===== config.mk =====
export PLATFORM = sky130hd
export DESIGN_NAME = thick_line_rasterizer_flat
export DESIGN_NICKNAME = d
export VERILOG_FILES = /design/src/rtl/tlr_pkg.sv /design/src/rtl/tlr_line_if.sv /design/src/rtl/tlr_point_if.sv /design/src/rtl/thick_line_rasterizer.sv /design/src/flat_wrapper.sv
export SDC_FILE = /design/constraint.sdc
export NUM_CORES = 1
export LEC_CHECK = 0
export BUFFER_PORTS_ARGS = -buffer_cell sky130_fd_sc_hd__buf_2
export CORE_AREA = 2 2 251 229
export CTS_CLUSTER_DIAMETER = 80
export DETAILED_ROUTE_END_ITERATION = 7
export DIE_AREA = 0 0 253 231
export PLACE_DENSITY = 0.71
export SLEW_MARGIN = 20
export SYNTH_ARGS = -nofsm -noshare
export SYNTH_HDL_FRONTEND = slang
export SYNTH_SLANG_ARGS = --single-unit

===== constraint.sdc =====
create_clock -name i_clk -period 14.94 [get_ports i_clk]
set_input_delay 0.747 -clock i_clk [delete_from_list [all_inputs] [get_ports i_clk]]
set_output_delay 0.747 -clock i_clk [all_outputs]
set_load 0.02 [all_outputs]

===== src/rtl/tlr_pkg.sv =====
// Shared types and constants for the thick line rasterizer.
// No dependencies; compiled first.

package tlr_pkg;

    // Field widths of the command and point beats
    localparam int COORD_W     = 16;
    localparam int BRUSH_W     = 12;
    localparam int COLOR_W     = 32;
    localparam int RECT_POS_W  = 12;
    localparam int RECT_SIZE_W = 9;

    // Internal coordinate and size widths (-2048..2048, 1..256)
    localparam int PIX_W   = 13;
    localparam int STAMP_W = 9;
    localparam int DELTA_W = 13;
    localparam int ERR_W   = 16;

    // Configuration port
    localparam int CFG_IDX_W  = 2;
    localparam int CFG_DATA_W = 13;
    localparam logic [CFG_IDX_W-1:0] CFG_SCREEN_WIDTH  = 2'd0;
    localparam logic [CFG_IDX_W-1:0] CFG_SCREEN_HEIGHT = 2'd1;
    localparam logic [CFG_DATA_W-1:0] SCREEN_W_RST = 13'd640;
    localparam logic [CFG_DATA_W-1:0] SCREEN_H_RST = 13'd480;
    localparam logic [CFG_DATA_W-1:0] SCREEN_MAX   = 13'd4096;

    // Opcodes
    localparam logic OP_START = 1'b0;
    localparam logic OP_STEP  = 1'b1;

    // Default fraction bits of the coordinate inputs
    localparam int COORD_FRAC_BITS_DEF = 4;

    // Command after rounding, held in the input register
    typedef struct packed {
        logic                      opcode;
        logic signed [PIX_W-1:0]   x1;
        logic signed [PIX_W-1:0]   y1;
        logic signed [PIX_W-1:0]   x2;
        logic signed [PIX_W-1:0]   y2;
        logic                      step_x_neg;
        logic                      step_y_neg;
        logic [DELTA_W-1:0]        dx;
        logic signed [DELTA_W:0]   dy_neg;
        logic [STAMP_W-1:0]        stamp;
        logic [COLOR_W-1:0]        color;
    } t_cmd;

    // One point beat
    typedef struct packed {
        logic                   point_valid;
        logic                   visible;
        logic [RECT_POS_W-1:0]  rect_x;
        logic [RECT_POS_W-1:0]  rect_y;
        logic [RECT_SIZE_W-1:0] rect_w;
        logic [RECT_SIZE_W-1:0] rect_h;
        logic [COLOR_W-1:0]     out_color;
        logic                   last;
    } t_point;

endpackage


===== src/rtl/tlr_line_if.sv =====
// Command channel of the thick line rasterizer: valid/ready plus command fields.
// Depends on tlr_pkg for field widths.

interface tlr_line_if;
    logic                               valid;
    logic                               ready;
    logic                               opcode;
    logic signed [tlr_pkg::COORD_W-1:0] start_x;
    logic signed [tlr_pkg::COORD_W-1:0] start_y;
    logic signed [tlr_pkg::COORD_W-1:0] end_x;
    logic signed [tlr_pkg::COORD_W-1:0] end_y;
    logic [tlr_pkg::BRUSH_W-1:0]        brush_size;
    logic [tlr_pkg::COLOR_W-1:0]        pixel_color;

    modport source (
        output valid, opcode, start_x, start_y, end_x, end_y, brush_size, pixel_color,
        input  ready
    );
    modport sink (
        input  valid, opcode, start_x, start_y, end_x, end_y, brush_size, pixel_color,
        output ready
    );
endinterface


===== src/rtl/tlr_point_if.sv =====
// Point channel of the thick line rasterizer: valid/ready plus stamp rectangle.
// Depends on tlr_pkg for field widths.

interface tlr_point_if;
    logic                              valid;
    logic                              ready;
    logic                              point_valid;
    logic                              visible;
    logic [tlr_pkg::RECT_POS_W-1:0]    rect_x;
    logic [tlr_pkg::RECT_POS_W-1:0]    rect_y;
    logic [tlr_pkg::RECT_SIZE_W-1:0]   rect_w;
    logic [tlr_pkg::RECT_SIZE_W-1:0]   rect_h;
    logic [tlr_pkg::COLOR_W-1:0]       out_color;
    logic                              last;

    modport source (
        output valid, point_valid, visible, rect_x, rect_y, rect_w, rect_h, out_color, last,
        input  ready
    );
    modport sink (
        input  valid, point_valid, visible, rect_x, rect_y, rect_w, rect_h, out_color, last,
        output ready
    );
endinterface


===== src/rtl/thick_line_rasterizer.sv =====
// Thick line rasterizer top level: Bresenham stepping with a square brush.
// Depends on tlr_pkg, tlr_line_if and tlr_point_if.
//
// Usage:
//   i_line  carries command beats. A start beat (opcode 0) loads the two
//           endpoints (signed fixed point) and the brush size, and yields the
//           first point. A step beat (opcode 1) yields the next point.
//   o_point carries one beat per command: the clipped stamp rectangle, the
//           visible flag, the line color and a last flag on the end point.
//           A step with no line in progress gives a beat with point_valid 0.
//   i_cfg_* writes screen width (index 0) and height (index 1); write only
//           while no command is in flight.
// Path: the input register loads at the command accept edge; the result
// register loads from it once o_point is free (empty or taken).
// Throughput: one command per cycle while o_point is not held, set by the
// combinational Bresenham update and clip between the two registers.
// Reset: no line in progress, screen 640 x 480, both registers empty.
// Stall: while o_point is held, one more command is taken into the input
// register; ready then drops until the point beat is taken.

module thick_line_rasterizer #(
    parameter int COORD_FRAC_BITS = tlr_pkg::COORD_FRAC_BITS_DEF
) (
    input  logic                                i_clk,
    input  logic                                i_rst_n,
    tlr_line_if.sink                            i_line,
    tlr_point_if.source                         o_point,
    input  logic                                i_cfg_we,
    input  logic [tlr_pkg::CFG_IDX_W-1:0]       i_cfg_idx,
    input  logic [tlr_pkg::CFG_DATA_W-1:0]      i_cfg_data
);

    localparam int PW   = tlr_pkg::PIX_W;
    localparam int EW   = tlr_pkg::ERR_W;
    localparam int CW   = 15;                          // clip arithmetic width
    localparam int HALF = (1 << COORD_FRAC_BITS) >> 1;

    // ------------------------------------------------------------------
    // Rounding helpers: half away from zero, then saturate
    // ------------------------------------------------------------------
    function automatic logic signed [PW-1:0] round_coord(
        input logic signed [tlr_pkg::COORD_W-1:0] raw
    );
        logic signed [tlr_pkg::COORD_W:0] ext;
        logic [tlr_pkg::COORD_W:0]        mag;
        logic [tlr_pkg::COORD_W:0]        rnd;
        logic [PW-1:0]                    lim;
        ext = {raw[tlr_pkg::COORD_W-1], raw};
        mag = ext[tlr_pkg::COORD_W] ? (tlr_pkg::COORD_W+1)'(-ext)
                                    : (tlr_pkg::COORD_W+1)'(ext);
        rnd = (mag + (tlr_pkg::COORD_W+1)'(HALF)) >> COORD_FRAC_BITS;
        lim = (rnd > (tlr_pkg::COORD_W+1)'(2048)) ? PW'(2048) : rnd[PW-1:0];
        return ext[tlr_pkg::COORD_W] ? PW'(-$signed(lim)) : $signed(lim);
    endfunction

    function automatic logic [tlr_pkg::STAMP_W-1:0] round_brush(
        input logic [tlr_pkg::BRUSH_W-1:0] raw
    );
        logic [tlr_pkg::BRUSH_W:0] rnd;
        rnd = ({1'b0, raw} + (tlr_pkg::BRUSH_W+1)'(HALF)) >> COORD_FRAC_BITS;
        if (rnd == '0) begin
            return tlr_pkg::STAMP_W'(1);
        end else if (rnd > (tlr_pkg::BRUSH_W+1)'(256)) begin
            return tlr_pkg::STAMP_W'(256);
        end
        return rnd[tlr_pkg::STAMP_W-1:0];
    endfunction

    // ------------------------------------------------------------------
    // Handshake
    // ------------------------------------------------------------------
    logic            r_s0_valid;
    tlr_pkg::t_cmd   r_s0;
    tlr_pkg::t_cmd   n_s0;
    logic            r_out_valid;
    tlr_pkg::t_point r_out;
    tlr_pkg::t_point n_out;
    logic            out_free;
    logic            s0_adv;
    logic            in_acc;

    assign out_free     = !r_out_valid || o_point.ready;
    assign s0_adv       = r_s0_valid && out_free;
    assign i_line.ready = !r_s0_valid || out_free;
    assign in_acc       = i_line.valid && i_line.ready;

    always_ff @(posedge i_clk) begin
        if (!i_rst_n) begin
            r_s0_valid  <= 1'b0;
            r_out_valid <= 1'b0;
        end else begin
            r_s0_valid  <= in_acc || (r_s0_valid && !out_free);
            r_out_valid <= s0_adv || (r_out_valid && !o_point.ready);
        end
    end

    // ------------------------------------------------------------------
    // Configuration registers
    // ------------------------------------------------------------------
    logic [tlr_pkg::CFG_DATA_W-1:0] r_screen_w;
    logic [tlr_pkg::CFG_DATA_W-1:0] r_screen_h;

    always_ff @(posedge i_clk) begin
        if (!i_rst_n) begin
            r_screen_w <= tlr_pkg::SCREEN_W_RST;
            r_screen_h <= tlr_pkg::SCREEN_H_RST;
        end else if (i_cfg_we) begin
            if (i_cfg_idx == tlr_pkg::CFG_SCREEN_WIDTH) begin
                r_screen_w <= i_cfg_data;
            end else if (i_cfg_idx == tlr_pkg::CFG_SCREEN_HEIGHT) begin
                r_screen_h <= i_cfg_data;
            end
        end
    end

    // ------------------------------------------------------------------
    // Input stage: round endpoints and brush, precompute deltas
    // ------------------------------------------------------------------
    logic signed [PW:0] ddx;
    logic signed [PW:0] ddy;

    always_comb begin
        n_s0.opcode = i_line.opcode;
        n_s0.x1     = round_coord(i_line.start_x);
        n_s0.y1     = round_coord(i_line.start_y);
        n_s0.x2     = round_coord(i_line.end_x);
        n_s0.y2     = round_coord(i_line.end_y);
        ddx         = (PW+1)'(n_s0.x2) - (PW+1)'(n_s0.x1);
        ddy         = (PW+1)'(n_s0.y2) - (PW+1)'(n_s0.y1);
        n_s0.step_x_neg = !(ddx > 0);
        n_s0.step_y_neg = !(ddy > 0);
        n_s0.dx     = (ddx < 0) ? tlr_pkg::DELTA_W'(-ddx) : tlr_pkg::DELTA_W'(ddx);
        n_s0.dy_neg = (ddy < 0) ? ddy : -ddy;
        n_s0.stamp  = round_brush(i_line.brush_size);
        n_s0.color  = i_line.pixel_color;
    end

    always_ff @(posedge i_clk) begin
        if (in_acc) begin
            r_s0 <= n_s0;
        end
    end

    // ------------------------------------------------------------------
    // Line state
    // ------------------------------------------------------------------
    logic                                r_active;
    logic signed [PW-1:0]                r_cur_x, r_cur_y, r_goal_x, r_goal_y;
    logic                                r_step_x_neg, r_step_y_neg;
    logic [tlr_pkg::DELTA_W-1:0]         r_dx;
    logic signed [tlr_pkg::DELTA_W:0]    r_dy_neg;
    logic signed [EW-1:0]                r_err;
    logic [tlr_pkg::STAMP_W-1:0]         r_stamp;
    logic [tlr_pkg::COLOR_W-1:0]         r_color;

    logic                                n_active;
    logic signed [PW-1:0]                n_cur_x, n_cur_y, n_goal_x, n_goal_y;
    logic                                n_step_x_neg, n_step_y_neg;
    logic [tlr_pkg::DELTA_W-1:0]         n_dx;
    logic signed [tlr_pkg::DELTA_W:0]    n_dy_neg;
    logic signed [EW-1:0]                n_err;
    logic [tlr_pkg::STAMP_W-1:0]         n_stamp;
    logic [tlr_pkg::COLOR_W-1:0]         n_color;

    logic signed [EW:0]                  e2;
    logic signed [EW:0]                  dx_ext;
    logic signed [EW:0]                  dyn_ext;
    logic                                take_x, take_y;
    logic                                produced;
    logic                                is_last;

    // Bresenham step or line load
    always_comb begin
        n_active     = r_active;
        n_cur_x      = r_cur_x;
        n_cur_y      = r_cur_y;
        n_goal_x     = r_goal_x;
        n_goal_y     = r_goal_y;
        n_step_x_neg = r_step_x_neg;
        n_step_y_neg = r_step_y_neg;
        n_dx         = r_dx;
        n_dy_neg     = r_dy_neg;
        n_err        = r_err;
        n_stamp      = r_stamp;
        n_color      = r_color;
        produced     = 1'b0;
        e2           = {r_err, 1'b0};
        dx_ext       = $signed((EW+1)'(r_dx));
        dyn_ext      = (EW+1)'(r_dy_neg);
        take_x       = (e2 >= dyn_ext);
        take_y       = (e2 <= dx_ext);

        if (r_s0.opcode == tlr_pkg::OP_START) begin
            n_cur_x      = r_s0.x1;
            n_cur_y      = r_s0.y1;
            n_goal_x     = r_s0.x2;
            n_goal_y     = r_s0.y2;
            n_step_x_neg = r_s0.step_x_neg;
            n_step_y_neg = r_s0.step_y_neg;
            n_dx         = r_s0.dx;
            n_dy_neg     = r_s0.dy_neg;
            n_err        = EW'(r_s0.dy_neg) + $signed(EW'(r_s0.dx));
            n_stamp      = r_s0.stamp;
            n_color      = r_s0.color;
            n_active     = 1'b1;
            produced     = 1'b1;
        end else if (r_active) begin
            n_err = r_err + (take_x ? EW'(r_dy_neg) : EW'(0))
                          + (take_y ? $signed(EW'(r_dx)) : EW'(0));
            if (take_x) begin
                n_cur_x = r_step_x_neg ? r_cur_x - PW'(1) : r_cur_x + PW'(1);
            end
            if (take_y) begin
                n_cur_y = r_step_y_neg ? r_cur_y - PW'(1) : r_cur_y + PW'(1);
            end
            produced = 1'b1;
        end

        is_last = produced && (n_cur_x == n_goal_x) && (n_cur_y == n_goal_y);
        if (is_last) begin
            n_active = 1'b0;
        end
    end

    always_ff @(posedge i_clk) begin
        if (!i_rst_n) begin
            r_active <= 1'b0;
        end else if (s0_adv) begin
            r_active <= n_active;
        end
    end

    always_ff @(posedge i_clk) begin
        if (s0_adv) begin
            r_cur_x      <= n_cur_x;
            r_cur_y      <= n_cur_y;
            r_goal_x     <= n_goal_x;
            r_goal_y     <= n_goal_y;
            r_step_x_neg <= n_step_x_neg;
            r_step_y_neg <= n_step_y_neg;
            r_dx         <= n_dx;
            r_dy_neg     <= n_dy_neg;
            r_err        <= n_err;
            r_stamp      <= n_stamp;
            r_color      <= n_color;
        end
    end

    // ------------------------------------------------------------------
    // Stamp placement and clipping
    // ------------------------------------------------------------------
    logic signed [CW-1:0] sw, sh;
    logic signed [CW-1:0] half_t;
    logic signed [CW-1:0] cx, cy, cw, ch;
    logic                 vis;

    always_comb begin
        sw     = (r_screen_w > tlr_pkg::SCREEN_MAX) ? CW'(tlr_pkg::SCREEN_MAX)
                                                    : $signed(CW'(r_screen_w));
        sh     = (r_screen_h > tlr_pkg::SCREEN_MAX) ? CW'(tlr_pkg::SCREEN_MAX)
                                                    : $signed(CW'(r_screen_h));
        half_t = $signed(CW'(n_stamp[tlr_pkg::STAMP_W-1:1]));
        cx     = CW'(n_cur_x) - half_t;
        cy     = CW'(n_cur_y) - half_t;
        cw     = $signed(CW'(n_stamp));
        ch     = $signed(CW'(n_stamp));
        vis    = 1'b1;

        // clip against left and top edges
        if (cx < 0) begin
            cw = cw + cx;
            cx = '0;
        end
        if (cy < 0) begin
            ch = ch + cy;
            cy = '0;
        end

        // right edge; a zero width hides everything
        if (sw == '0 || cx >= sw) begin
            vis = 1'b0;
        end else if (cx + cw > sw) begin
            cw = sw - cx;
        end

        // bottom edge; a zero height means no vertical clip
        if (vis && sh != '0) begin
            if (cy >= sh) begin
                vis = 1'b0;
            end else if (cy + ch > sh) begin
                ch = sh - cy;
            end
        end

        if (cw <= 0 || ch <= 0) begin
            vis = 1'b0;
        end

        // result beat
        n_out = '0;
        if (produced) begin
            n_out.point_valid = 1'b1;
            n_out.visible     = vis;
            n_out.out_color   = n_color;
            n_out.last        = is_last;
            if (vis) begin
                n_out.rect_x = cx[tlr_pkg::RECT_POS_W-1:0];
                n_out.rect_y = cy[tlr_pkg::RECT_POS_W-1:0];
                n_out.rect_w = cw[tlr_pkg::RECT_SIZE_W-1:0];
                n_out.rect_h = ch[tlr_pkg::RECT_SIZE_W-1:0];
            end
        end
    end

    always_ff @(posedge i_clk) begin
        if (s0_adv) begin
            r_out <= n_out;
        end
    end

    // Output channel
    assign o_point.valid       = r_out_valid;
    assign o_point.point_valid = r_out.point_valid;
    assign o_point.visible     = r_out.visible;
    assign o_point.rect_x      = r_out.rect_x;
    assign o_point.rect_y      = r_out.rect_y;
    assign o_point.rect_w      = r_out.rect_w;
    assign o_point.rect_h      = r_out.rect_h;
    assign o_point.out_color   = r_out.out_color;
    assign o_point.last        = r_out.last;

endmodule


===== src/flat_wrapper.sv =====
// flat-port wrapper written by rule: the top's interface ports become plain ports
module thick_line_rasterizer_flat 
#(
    parameter int COORD_FRAC_BITS = tlr_pkg::COORD_FRAC_BITS_DEF
)
  (i_clk, i_rst_n, i_cfg_we, i_cfg_idx, i_cfg_data, i_line_valid, i_line_opcode, i_line_start_x, i_line_start_y, i_line_end_x, i_line_end_y, i_line_brush_size, i_line_pixel_color, i_line_ready, o_point_valid, o_point_point_valid, o_point_visible, o_point_rect_x, o_point_rect_y, o_point_rect_w, o_point_rect_h, o_point_out_color, o_point_last, o_point_ready);
  tlr_line_if i_line_i ();
  tlr_point_if o_point_i ();
  input  logic i_clk;
  input  logic i_rst_n;
  input  logic i_cfg_we;
  input  logic [tlr_pkg::CFG_IDX_W-1:0] i_cfg_idx;
  input  logic [tlr_pkg::CFG_DATA_W-1:0] i_cfg_data;
  input wire logic [$bits(i_line_i.valid)-1:0] i_line_valid;
  input wire logic [$bits(i_line_i.opcode)-1:0] i_line_opcode;
  input wire logic [$bits(i_line_i.start_x)-1:0] i_line_start_x;
  input wire logic [$bits(i_line_i.start_y)-1:0] i_line_start_y;
  input wire logic [$bits(i_line_i.end_x)-1:0] i_line_end_x;
  input wire logic [$bits(i_line_i.end_y)-1:0] i_line_end_y;
  input wire logic [$bits(i_line_i.brush_size)-1:0] i_line_brush_size;
  input wire logic [$bits(i_line_i.pixel_color)-1:0] i_line_pixel_color;
  output wire logic [$bits(i_line_i.ready)-1:0] i_line_ready;
  output wire logic [$bits(o_point_i.valid)-1:0] o_point_valid;
  output wire logic [$bits(o_point_i.point_valid)-1:0] o_point_point_valid;
  output wire logic [$bits(o_point_i.visible)-1:0] o_point_visible;
  output wire logic [$bits(o_point_i.rect_x)-1:0] o_point_rect_x;
  output wire logic [$bits(o_point_i.rect_y)-1:0] o_point_rect_y;
  output wire logic [$bits(o_point_i.rect_w)-1:0] o_point_rect_w;
  output wire logic [$bits(o_point_i.rect_h)-1:0] o_point_rect_h;
  output wire logic [$bits(o_point_i.out_color)-1:0] o_point_out_color;
  output wire logic [$bits(o_point_i.last)-1:0] o_point_last;
  input wire logic [$bits(o_point_i.ready)-1:0] o_point_ready;
  assign i_line_i.valid = i_line_valid;
  assign i_line_i.opcode = i_line_opcode;
  assign i_line_i.start_x = i_line_start_x;
  assign i_line_i.start_y = i_line_start_y;
  assign i_line_i.end_x = i_line_end_x;
  assign i_line_i.end_y = i_line_end_y;
  assign i_line_i.brush_size = i_line_brush_size;
  assign i_line_i.pixel_color = i_line_pixel_color;
  assign i_line_ready = i_line_i.ready;
  assign o_point_valid = o_point_i.valid;
  assign o_point_point_valid = o_point_i.point_valid;
  assign o_point_visible = o_point_i.visible;
  assign o_point_rect_x = o_point_i.rect_x;
  assign o_point_rect_y = o_point_i.rect_y;
  assign o_point_rect_w = o_point_i.rect_w;
  assign o_point_rect_h = o_point_i.rect_h;
  assign o_point_out_color = o_point_i.out_color;
  assign o_point_last = o_point_i.last;
  assign o_point_i.ready = o_point_ready;
  thick_line_rasterizer #(.COORD_FRAC_BITS(COORD_FRAC_BITS)) u_core (.i_clk(i_clk), .i_rst_n(i_rst_n), .i_line(i_line_i), .o_point(o_point_i), .i_cfg_we(i_cfg_we), .i_cfg_idx(i_cfg_idx), .i_cfg_data(i_cfg_data));
endmodule

Yosys cells after proc, flatten, opt, wreduce, memory -nomap -nowiden
Cells that the tools add are included.
Storage, ports and cells
  flip-flop bits (word level): 367
  input bits: 129
  output and inout port bits: 79
Operators by class
  add/subtract/negate cells: 32
  $lt $le $gt $ge: 21
  equal/unequal tests: 5
  mux-type cells: 56
  bitwise operators: 2
  reduce and logical (&&, ||, !) cells: 29
Operators with widths (count)
  $mux 13: 22
  $mux 15: 9
  $mux 77: 1
  $add 17x4->17 const B: 4
  $mux 17: 4
  $neg 16->17: 4
  $neg 13->13: 5
  $lt 14x1->1 const B: 4
  $gt 13x12->1 const B: 4
  $mux 16: 3
  $mux 42: 1
  $mux 9: 4
  $add 16x16->16: 2
  $mux 32: 1
  $add 10x14->15: 2
  $add 15x15->15: 2
  $ge 15x15->1: 2
  $gt 15x15->1: 2
  $le 15x1->1 const B: 2
  $sub 15x15->15: 2
  $gt 14x1->1 const B: 2
  $sub 13x13->14: 2
  $sub 13x9->14: 2
  $add 13x2->13 const B: 2
  other kinds (23): 57

Logic depth before layout (Yosys ltp)
  depth after elaboration: 18
  depth in mapped cells: 51

Worst setup path before layout
No wires, ideal clock.
  kind: flip-flop to flip-flop
  from: register u_core.r_s0[122] (netlist name)
  to: register u_core.r_out, in the netlist u_core.o_point.rect_h[0], data pin
  setup time: 0.150 ns
  arrival: 9.764 ns
  data required time: 14.790 ns
  setup slack: 5.026 ns
  stages on the path, launching flop included: 48
  buffers on the path: 12
  path through: edfxtp_1 clkbuf_1 buf_2 buf_1 clkbuf_1 clkbuf_1 clkbuf_1 buf_1 mux2_2 ha_1 o21ai_0 a21oi_1 o21ai_0 a21oi_1 o41ai_1 and3b_1 buf_2 a21oi_1 (+12 left out) o21ba_2 nor3b_1 a211oi_1 a31oi_1 nor2_1 xnor2_1 ha_1 nand4_1 nor4_1 or3_1 nand3_1 a31oi_1 a2111oi_2 nand3_1 mux2i_2 nand2_2 buf_6 nor3_2
On the way
  word-level cells in the longest chain between the ends: 13
  elaborated cells between the ends (all ways): 37
  classes of those cells: 8 x add/sub; 8 x order compare; 17 x mux; 4 x reduce/logical
Ends and longest elaborated chain
  start, declared: RTL line thick_line_rasterizer.sv:73  | tlr_pkg::t_cmd r_s0;
  start signal, assigned: RTL line thick_line_rasterizer.sv:140  | r_s0 <= n_s0;
  $mux 13 (*): RTL line thick_line_rasterizer.sv:193  | if (r_s0.opcode == tlr_pkg::OP_START) begin
  net u_core.n_cur_y[2]: RTL line thick_line_rasterizer.sv:157  | logic signed [PW-1:0] n_cur_x, n_cur_y, n_goal_x, n_goal_y;
  $sub 13x9->14 (*): RTL line thick_line_rasterizer.sv:264  | cy = CW'(n_cur_y) - half_t;
  $lt 14x1->1 (*): RTL line thick_line_rasterizer.sv:274  | if (cy < 0) begin
  $mux 15 (*): RTL line thick_line_rasterizer.sv:274
  net u_core.cy[1]: RTL line thick_line_rasterizer.sv:254  | logic signed [CW-1:0] cx, cy, cw, ch;
  $add 15x15->15: RTL line thick_line_rasterizer.sv:290  | end else if (cy + ch > sh) begin
  $gt 15x15->1: RTL line thick_line_rasterizer.sv:290
  $mux 15: RTL line thick_line_rasterizer.sv:290
  $mux 15: RTL line thick_line_rasterizer.sv:288  | if (cy >= sh) begin
  $mux 15: RTL line thick_line_rasterizer.sv:287  | if (vis && sh != '0) begin
  $le 15x1->1: RTL line thick_line_rasterizer.sv:295  | if (cw <= 0 || ch <= 0) begin
  $logic_or 1x1->1: RTL line thick_line_rasterizer.sv:295
  $mux 1: RTL line thick_line_rasterizer.sv:295
  $reduce_and 2->1 (no line)
  end signal, assigned: RTL line thick_line_rasterizer.sv:317  | r_out <= n_out;
  end, declared: RTL line thick_line_rasterizer.sv:76  | tlr_pkg::t_point r_out;
The timed path passes the listed nets; every way through them passes the cells marked *.
A chain may end at the register's enable or synchronous reset.

Final worst setup path
  from: register u_core.r_err[11]
  to: register u_core.r_out, in the netlist u_core.o_point.rect_w[5], data pin
On the way
  word-level cells in the longest chain between the ends: 16
  elaborated cells between the ends (all ways): 41
  classes of those cells: 8 x add/sub; 10 x order compare; 19 x mux; 4 x reduce/logical
Ends and longest elaborated chain
  start, declared: RTL line thick_line_rasterizer.sv:152  | logic signed [EW-1:0] r_err;
  start signal, assigned: RTL line thick_line_rasterizer.sv:243  | r_err <= n_err;
  $le 17x14->1 (*): RTL line thick_line_rasterizer.sv:191  | take_y = (e2 <= dx_ext);
  $mux 13 (*): RTL line thick_line_rasterizer.sv:213  | if (take_y) begin
  $mux 13 (*): RTL line thick_line_rasterizer.sv:207  | end else if (r_active) begin
  $mux 13 (*): RTL line thick_line_rasterizer.sv:193
  net u_core.n_cur_y[1]: RTL line thick_line_rasterizer.sv:157
  $sub 13x9->14 (*): RTL line thick_line_rasterizer.sv:264
  $lt 14x1->1: RTL line thick_line_rasterizer.sv:274
  $mux 15 (*): RTL line thick_line_rasterizer.sv:274
  net u_core.cy[1]: RTL line thick_line_rasterizer.sv:254
  (+1 left out)
  $gt 15x15->1: RTL line thick_line_rasterizer.sv:290
  $mux 15: RTL line thick_line_rasterizer.sv:290
  $mux 15: RTL line thick_line_rasterizer.sv:288
  $mux 15: RTL line thick_line_rasterizer.sv:287
  $le 15x1->1: RTL line thick_line_rasterizer.sv:295
  $logic_or 1x1->1: RTL line thick_line_rasterizer.sv:295
  $mux 1 (*): RTL line thick_line_rasterizer.sv:295
  $reduce_and 2->1 (no line) (*)
Marks and branches as above.

==> results.md <==
- Worst stage delay on the critical path: 0.64 ns
- CP endpoint kind: flip-flop
- Cell count after placement: 3,852
- CP Launch Type: flip-flop
- Leakage: 13.11 nW
- Clk buf depth: 3
- Rows: 83
- Wire per inst: 18.34 microns
- First-pass GRT wire length: 113,800 microns
- # IOs: 208
- Max IR drop VDD: 0.08431 mV
- GRT Total Usage: 24.27%
- Number of global-route vias before repair: 21,912
- Initial core utilization: 50.28%
- Finished Core Util: 55.68%
- DRC viols: 0
- Crit path max-delay cell type: nand3_1
- Final setup viols: 0
- CTS tree: yes
- Synth Net Count: 3,388
- Synthesized area: 28,200 sq um
- Worst hold margin: 0.3415 ns
- Final Hold Viols: 0
- Post-CTS Setup Inserts: 0
- CTS Buf Count: 41
- Vias: 22,657
- Clk_lat worst skew: 0.58 ns
- DP Area: 29,860 sq um
- WP buf/inv: 4
- Slew Limit Fails: 0
- DIE WIDTH: 253 microns
- Worst-margin pin slew: 1.067 ns
- Kind of cell adding the most delay to the critical path: compound AO/OA/AOI/OAI gates
- Max-cap violations: 0
- Worst-path fanout max: 32
- FMAX: 82.06 MHz
- Clock period minus worst slack: 12.19 ns
- Metal2 WL: 33,300 microns
- Post-synth EDFFs: 338
- Post_cts resized: 0
- Power per cell area: 141.0 nW/um^2
- Initial antenna violation count: 0
- DR pass1 iterations: 7
- Fin cells: 3,927
- PnR worst setup slack: 2.754 ns
- RSZ-0062 raised after global routing: false
- Core area: 56,080 sq um
- Worst Hold Launch: i_line_pixel_color[8]
- Total power: 4.402 mW
- Total gr overflow: 0
- Vias/cell: 5.770
- Worst-path clk slew: 0.06 ns
- CP arrival: 12.58 ns
- Post-DP HPWL: 55,320 microns
- Commonest non-fill, non-tap cells in the layout: 338 x edfxtp_1, 314 x nand2_1, 273 x inv_1
- H-tree depth: 2
- CP most frequent cell: a21oi_1
- Start of the worst register-to-register path: u_core.r_err[11]
- Yosys reg bits: 367
- CTS hold repair buffers: 0
- Unique masters post-synth: 95
- Antenna Nets Post-Route: 0
- # port buffers: 204
- Critical path startpoint: u_core.r_err[11]
- Ys flop type: edfxtp_1
- Setup TNS: 0 ns
- Crit Path Class: reg2reg
- Pin count of the biggest net entering global routing: 113
- Final WL: 72,010 microns
- Iter 0 DRT Violations: 1,875
- Die area: 58,440 sq um
- Post-synthesis sequential area ratio: 38.05%
- Worst path required time: 15.33 ns
- WL met3: 4146 microns
- Highest metal used: met4
- Slew margin rel.: 28.87%
- Place WS: 3.113 ns
- Status: completed
- Die Y: 231 microns
- Finished Cell Area: 31,230 sq um
- Setup Skew: 0.01776 ns
- Share of synthesized registers carrying an async set or reset: 0%
- Layout cells sized above 1: 12.70%
- Most common cell after layout, fill and taps aside: edfxtp_1
- WL met1: 32,970 microns
- Post-synthesis instance total: 3,005
- Fin nets: 3,556
- Synth warn: 0
- Syn avg cell area: 9.384 sq um
- Area delta synth->final: 10.74%
- CTS sink cnt: 367
- Crit share post-route: 81.57%
- Hold crit path type: in2reg
- Root Driver: clkbuf_16
- Routability cong.: 0.9428
[worst reg2reg max path: cells and delay by family (launching register included)]
family	cells	cell delay [ns]
DFF	1	0.45
AOI/OAI and AO/OA	22	5.57
xor gates and xnor gates	1	0.14
and+or+nand+nor	14	3.06
buffers and inverters	4	0.96
muxes	1	0.36
adders and majority gates	4	1.46
[path summary, 6_finish.rpt]
path | endpoint | slack [ns] | depth (start not counted)
min | u_core.r_s0[8] | 0.34 | 1
max | u_core.o_point.rect_w[5] | 2.75 | 46
max reg2reg | u_core.o_point.rect_w[5] | 2.75 | 46
min reg2reg | u_core.r_step_x_neg | 0.42 | 0
[report_power, final]
part	total, mW	switching, mW	internal [mW]
registers	1.34	0.0567	1.28
logic	2.03	1.20	0.828
clock network	1.03	0.423	0.606
total	4.40	1.68	2.72
[final cells by class]
cell class / instances / area (sq um)
Sequential cell: 367 / 10730
Multi-Input combinational cell: 2265 / 16040
Clock inverter: 23 / 270.3
Inverter: 276 / 1041
Clock buffer: 51 / 1085
Fill cell: 4914 / 24850
Antenna cell: 1 / 2.502
Tap cell: 722 / 903.4
Timing Repair Buffer: 222 / 1156
[sequential cells by signal, indices dropped and copies added (netlist names), 9 cells and up]
register,cells
u_core.r_screen_h,13
u_core.r_err,16
u_core.r_goal_x,13
u_core.o_point.rect_x,12
u_core.r_dy_neg,14
u_core.o_point.rect_y,12
u_core.r_cur_x,13
u_core.o_point.rect_h,9
u_core.o_point.out_color,32
u_core.r_screen_w,13
u_core.r_dx,13
u_core.r_color,32
u_core.r_goal_y,13
u_core.o_point.rect_w,9
u_core.r_stamp,9
u_core.r_cur_y,13
u_core.r_s0,123
[cells by family after synthesis]
| kind of cell | count (synthesis) | synth area share (%) |
|---|---|---|
| simple gates | 982 | 17.13 |
| flops | 367 | 38.05 |
| xor+xnor | 294 | 9.132 |
| compound gates | 640 | 14.80 |
| fa+ha+maj | 259 | 12.17 |
| mux | 90 | 3.559 |
| buf+inv | 373 | 5.160 |
[synthesized netlist by cell type, drive strengths merged (19+ instances only)]
master | count | area, sq um
o21bai | 22 | 165.2
fa | 27 | 540.5
nor2b | 38 | 237.7
and2 | 76 | 475.5
a211oi | 24 | 180.2
nor3 | 41 | 240.2
a21oi | 185 | 933.4
a21boi | 43 | 322.8
nor2 | 226 | 848.3
dfxtp | 29 | 580.6
a21o | 54 | 405.4
mux2 | 69 | 777.0
o21ai | 137 | 689.4
xnor2 | 193 | 1690
clkbuf | 62 | 232.7
mux2i | 21 | 226.5
or3 | 22 | 137.6
nand4 | 56 | 350.3
edfxtp | 338 | 10150
o21a | 27 | 202.7
a31oi | 23 | 158.9
nand2 | 315 | 1185
nand3 | 60 | 300.3
buf | 35 | 186.4
nor4 | 19 | 118.9
ha | 227 | 2840
inv | 274 | 1028
nand2b | 37 | 231.5
xor2 | 101 | 884.6
[layer usage]
layer	up-vias	track usage, %
li1	11032	-
met1	10854	33.46
met2	662	40.52
met3	109	2.886
met4	0	6.250
met5	-	0
Power figures use the tool's default switching activity.
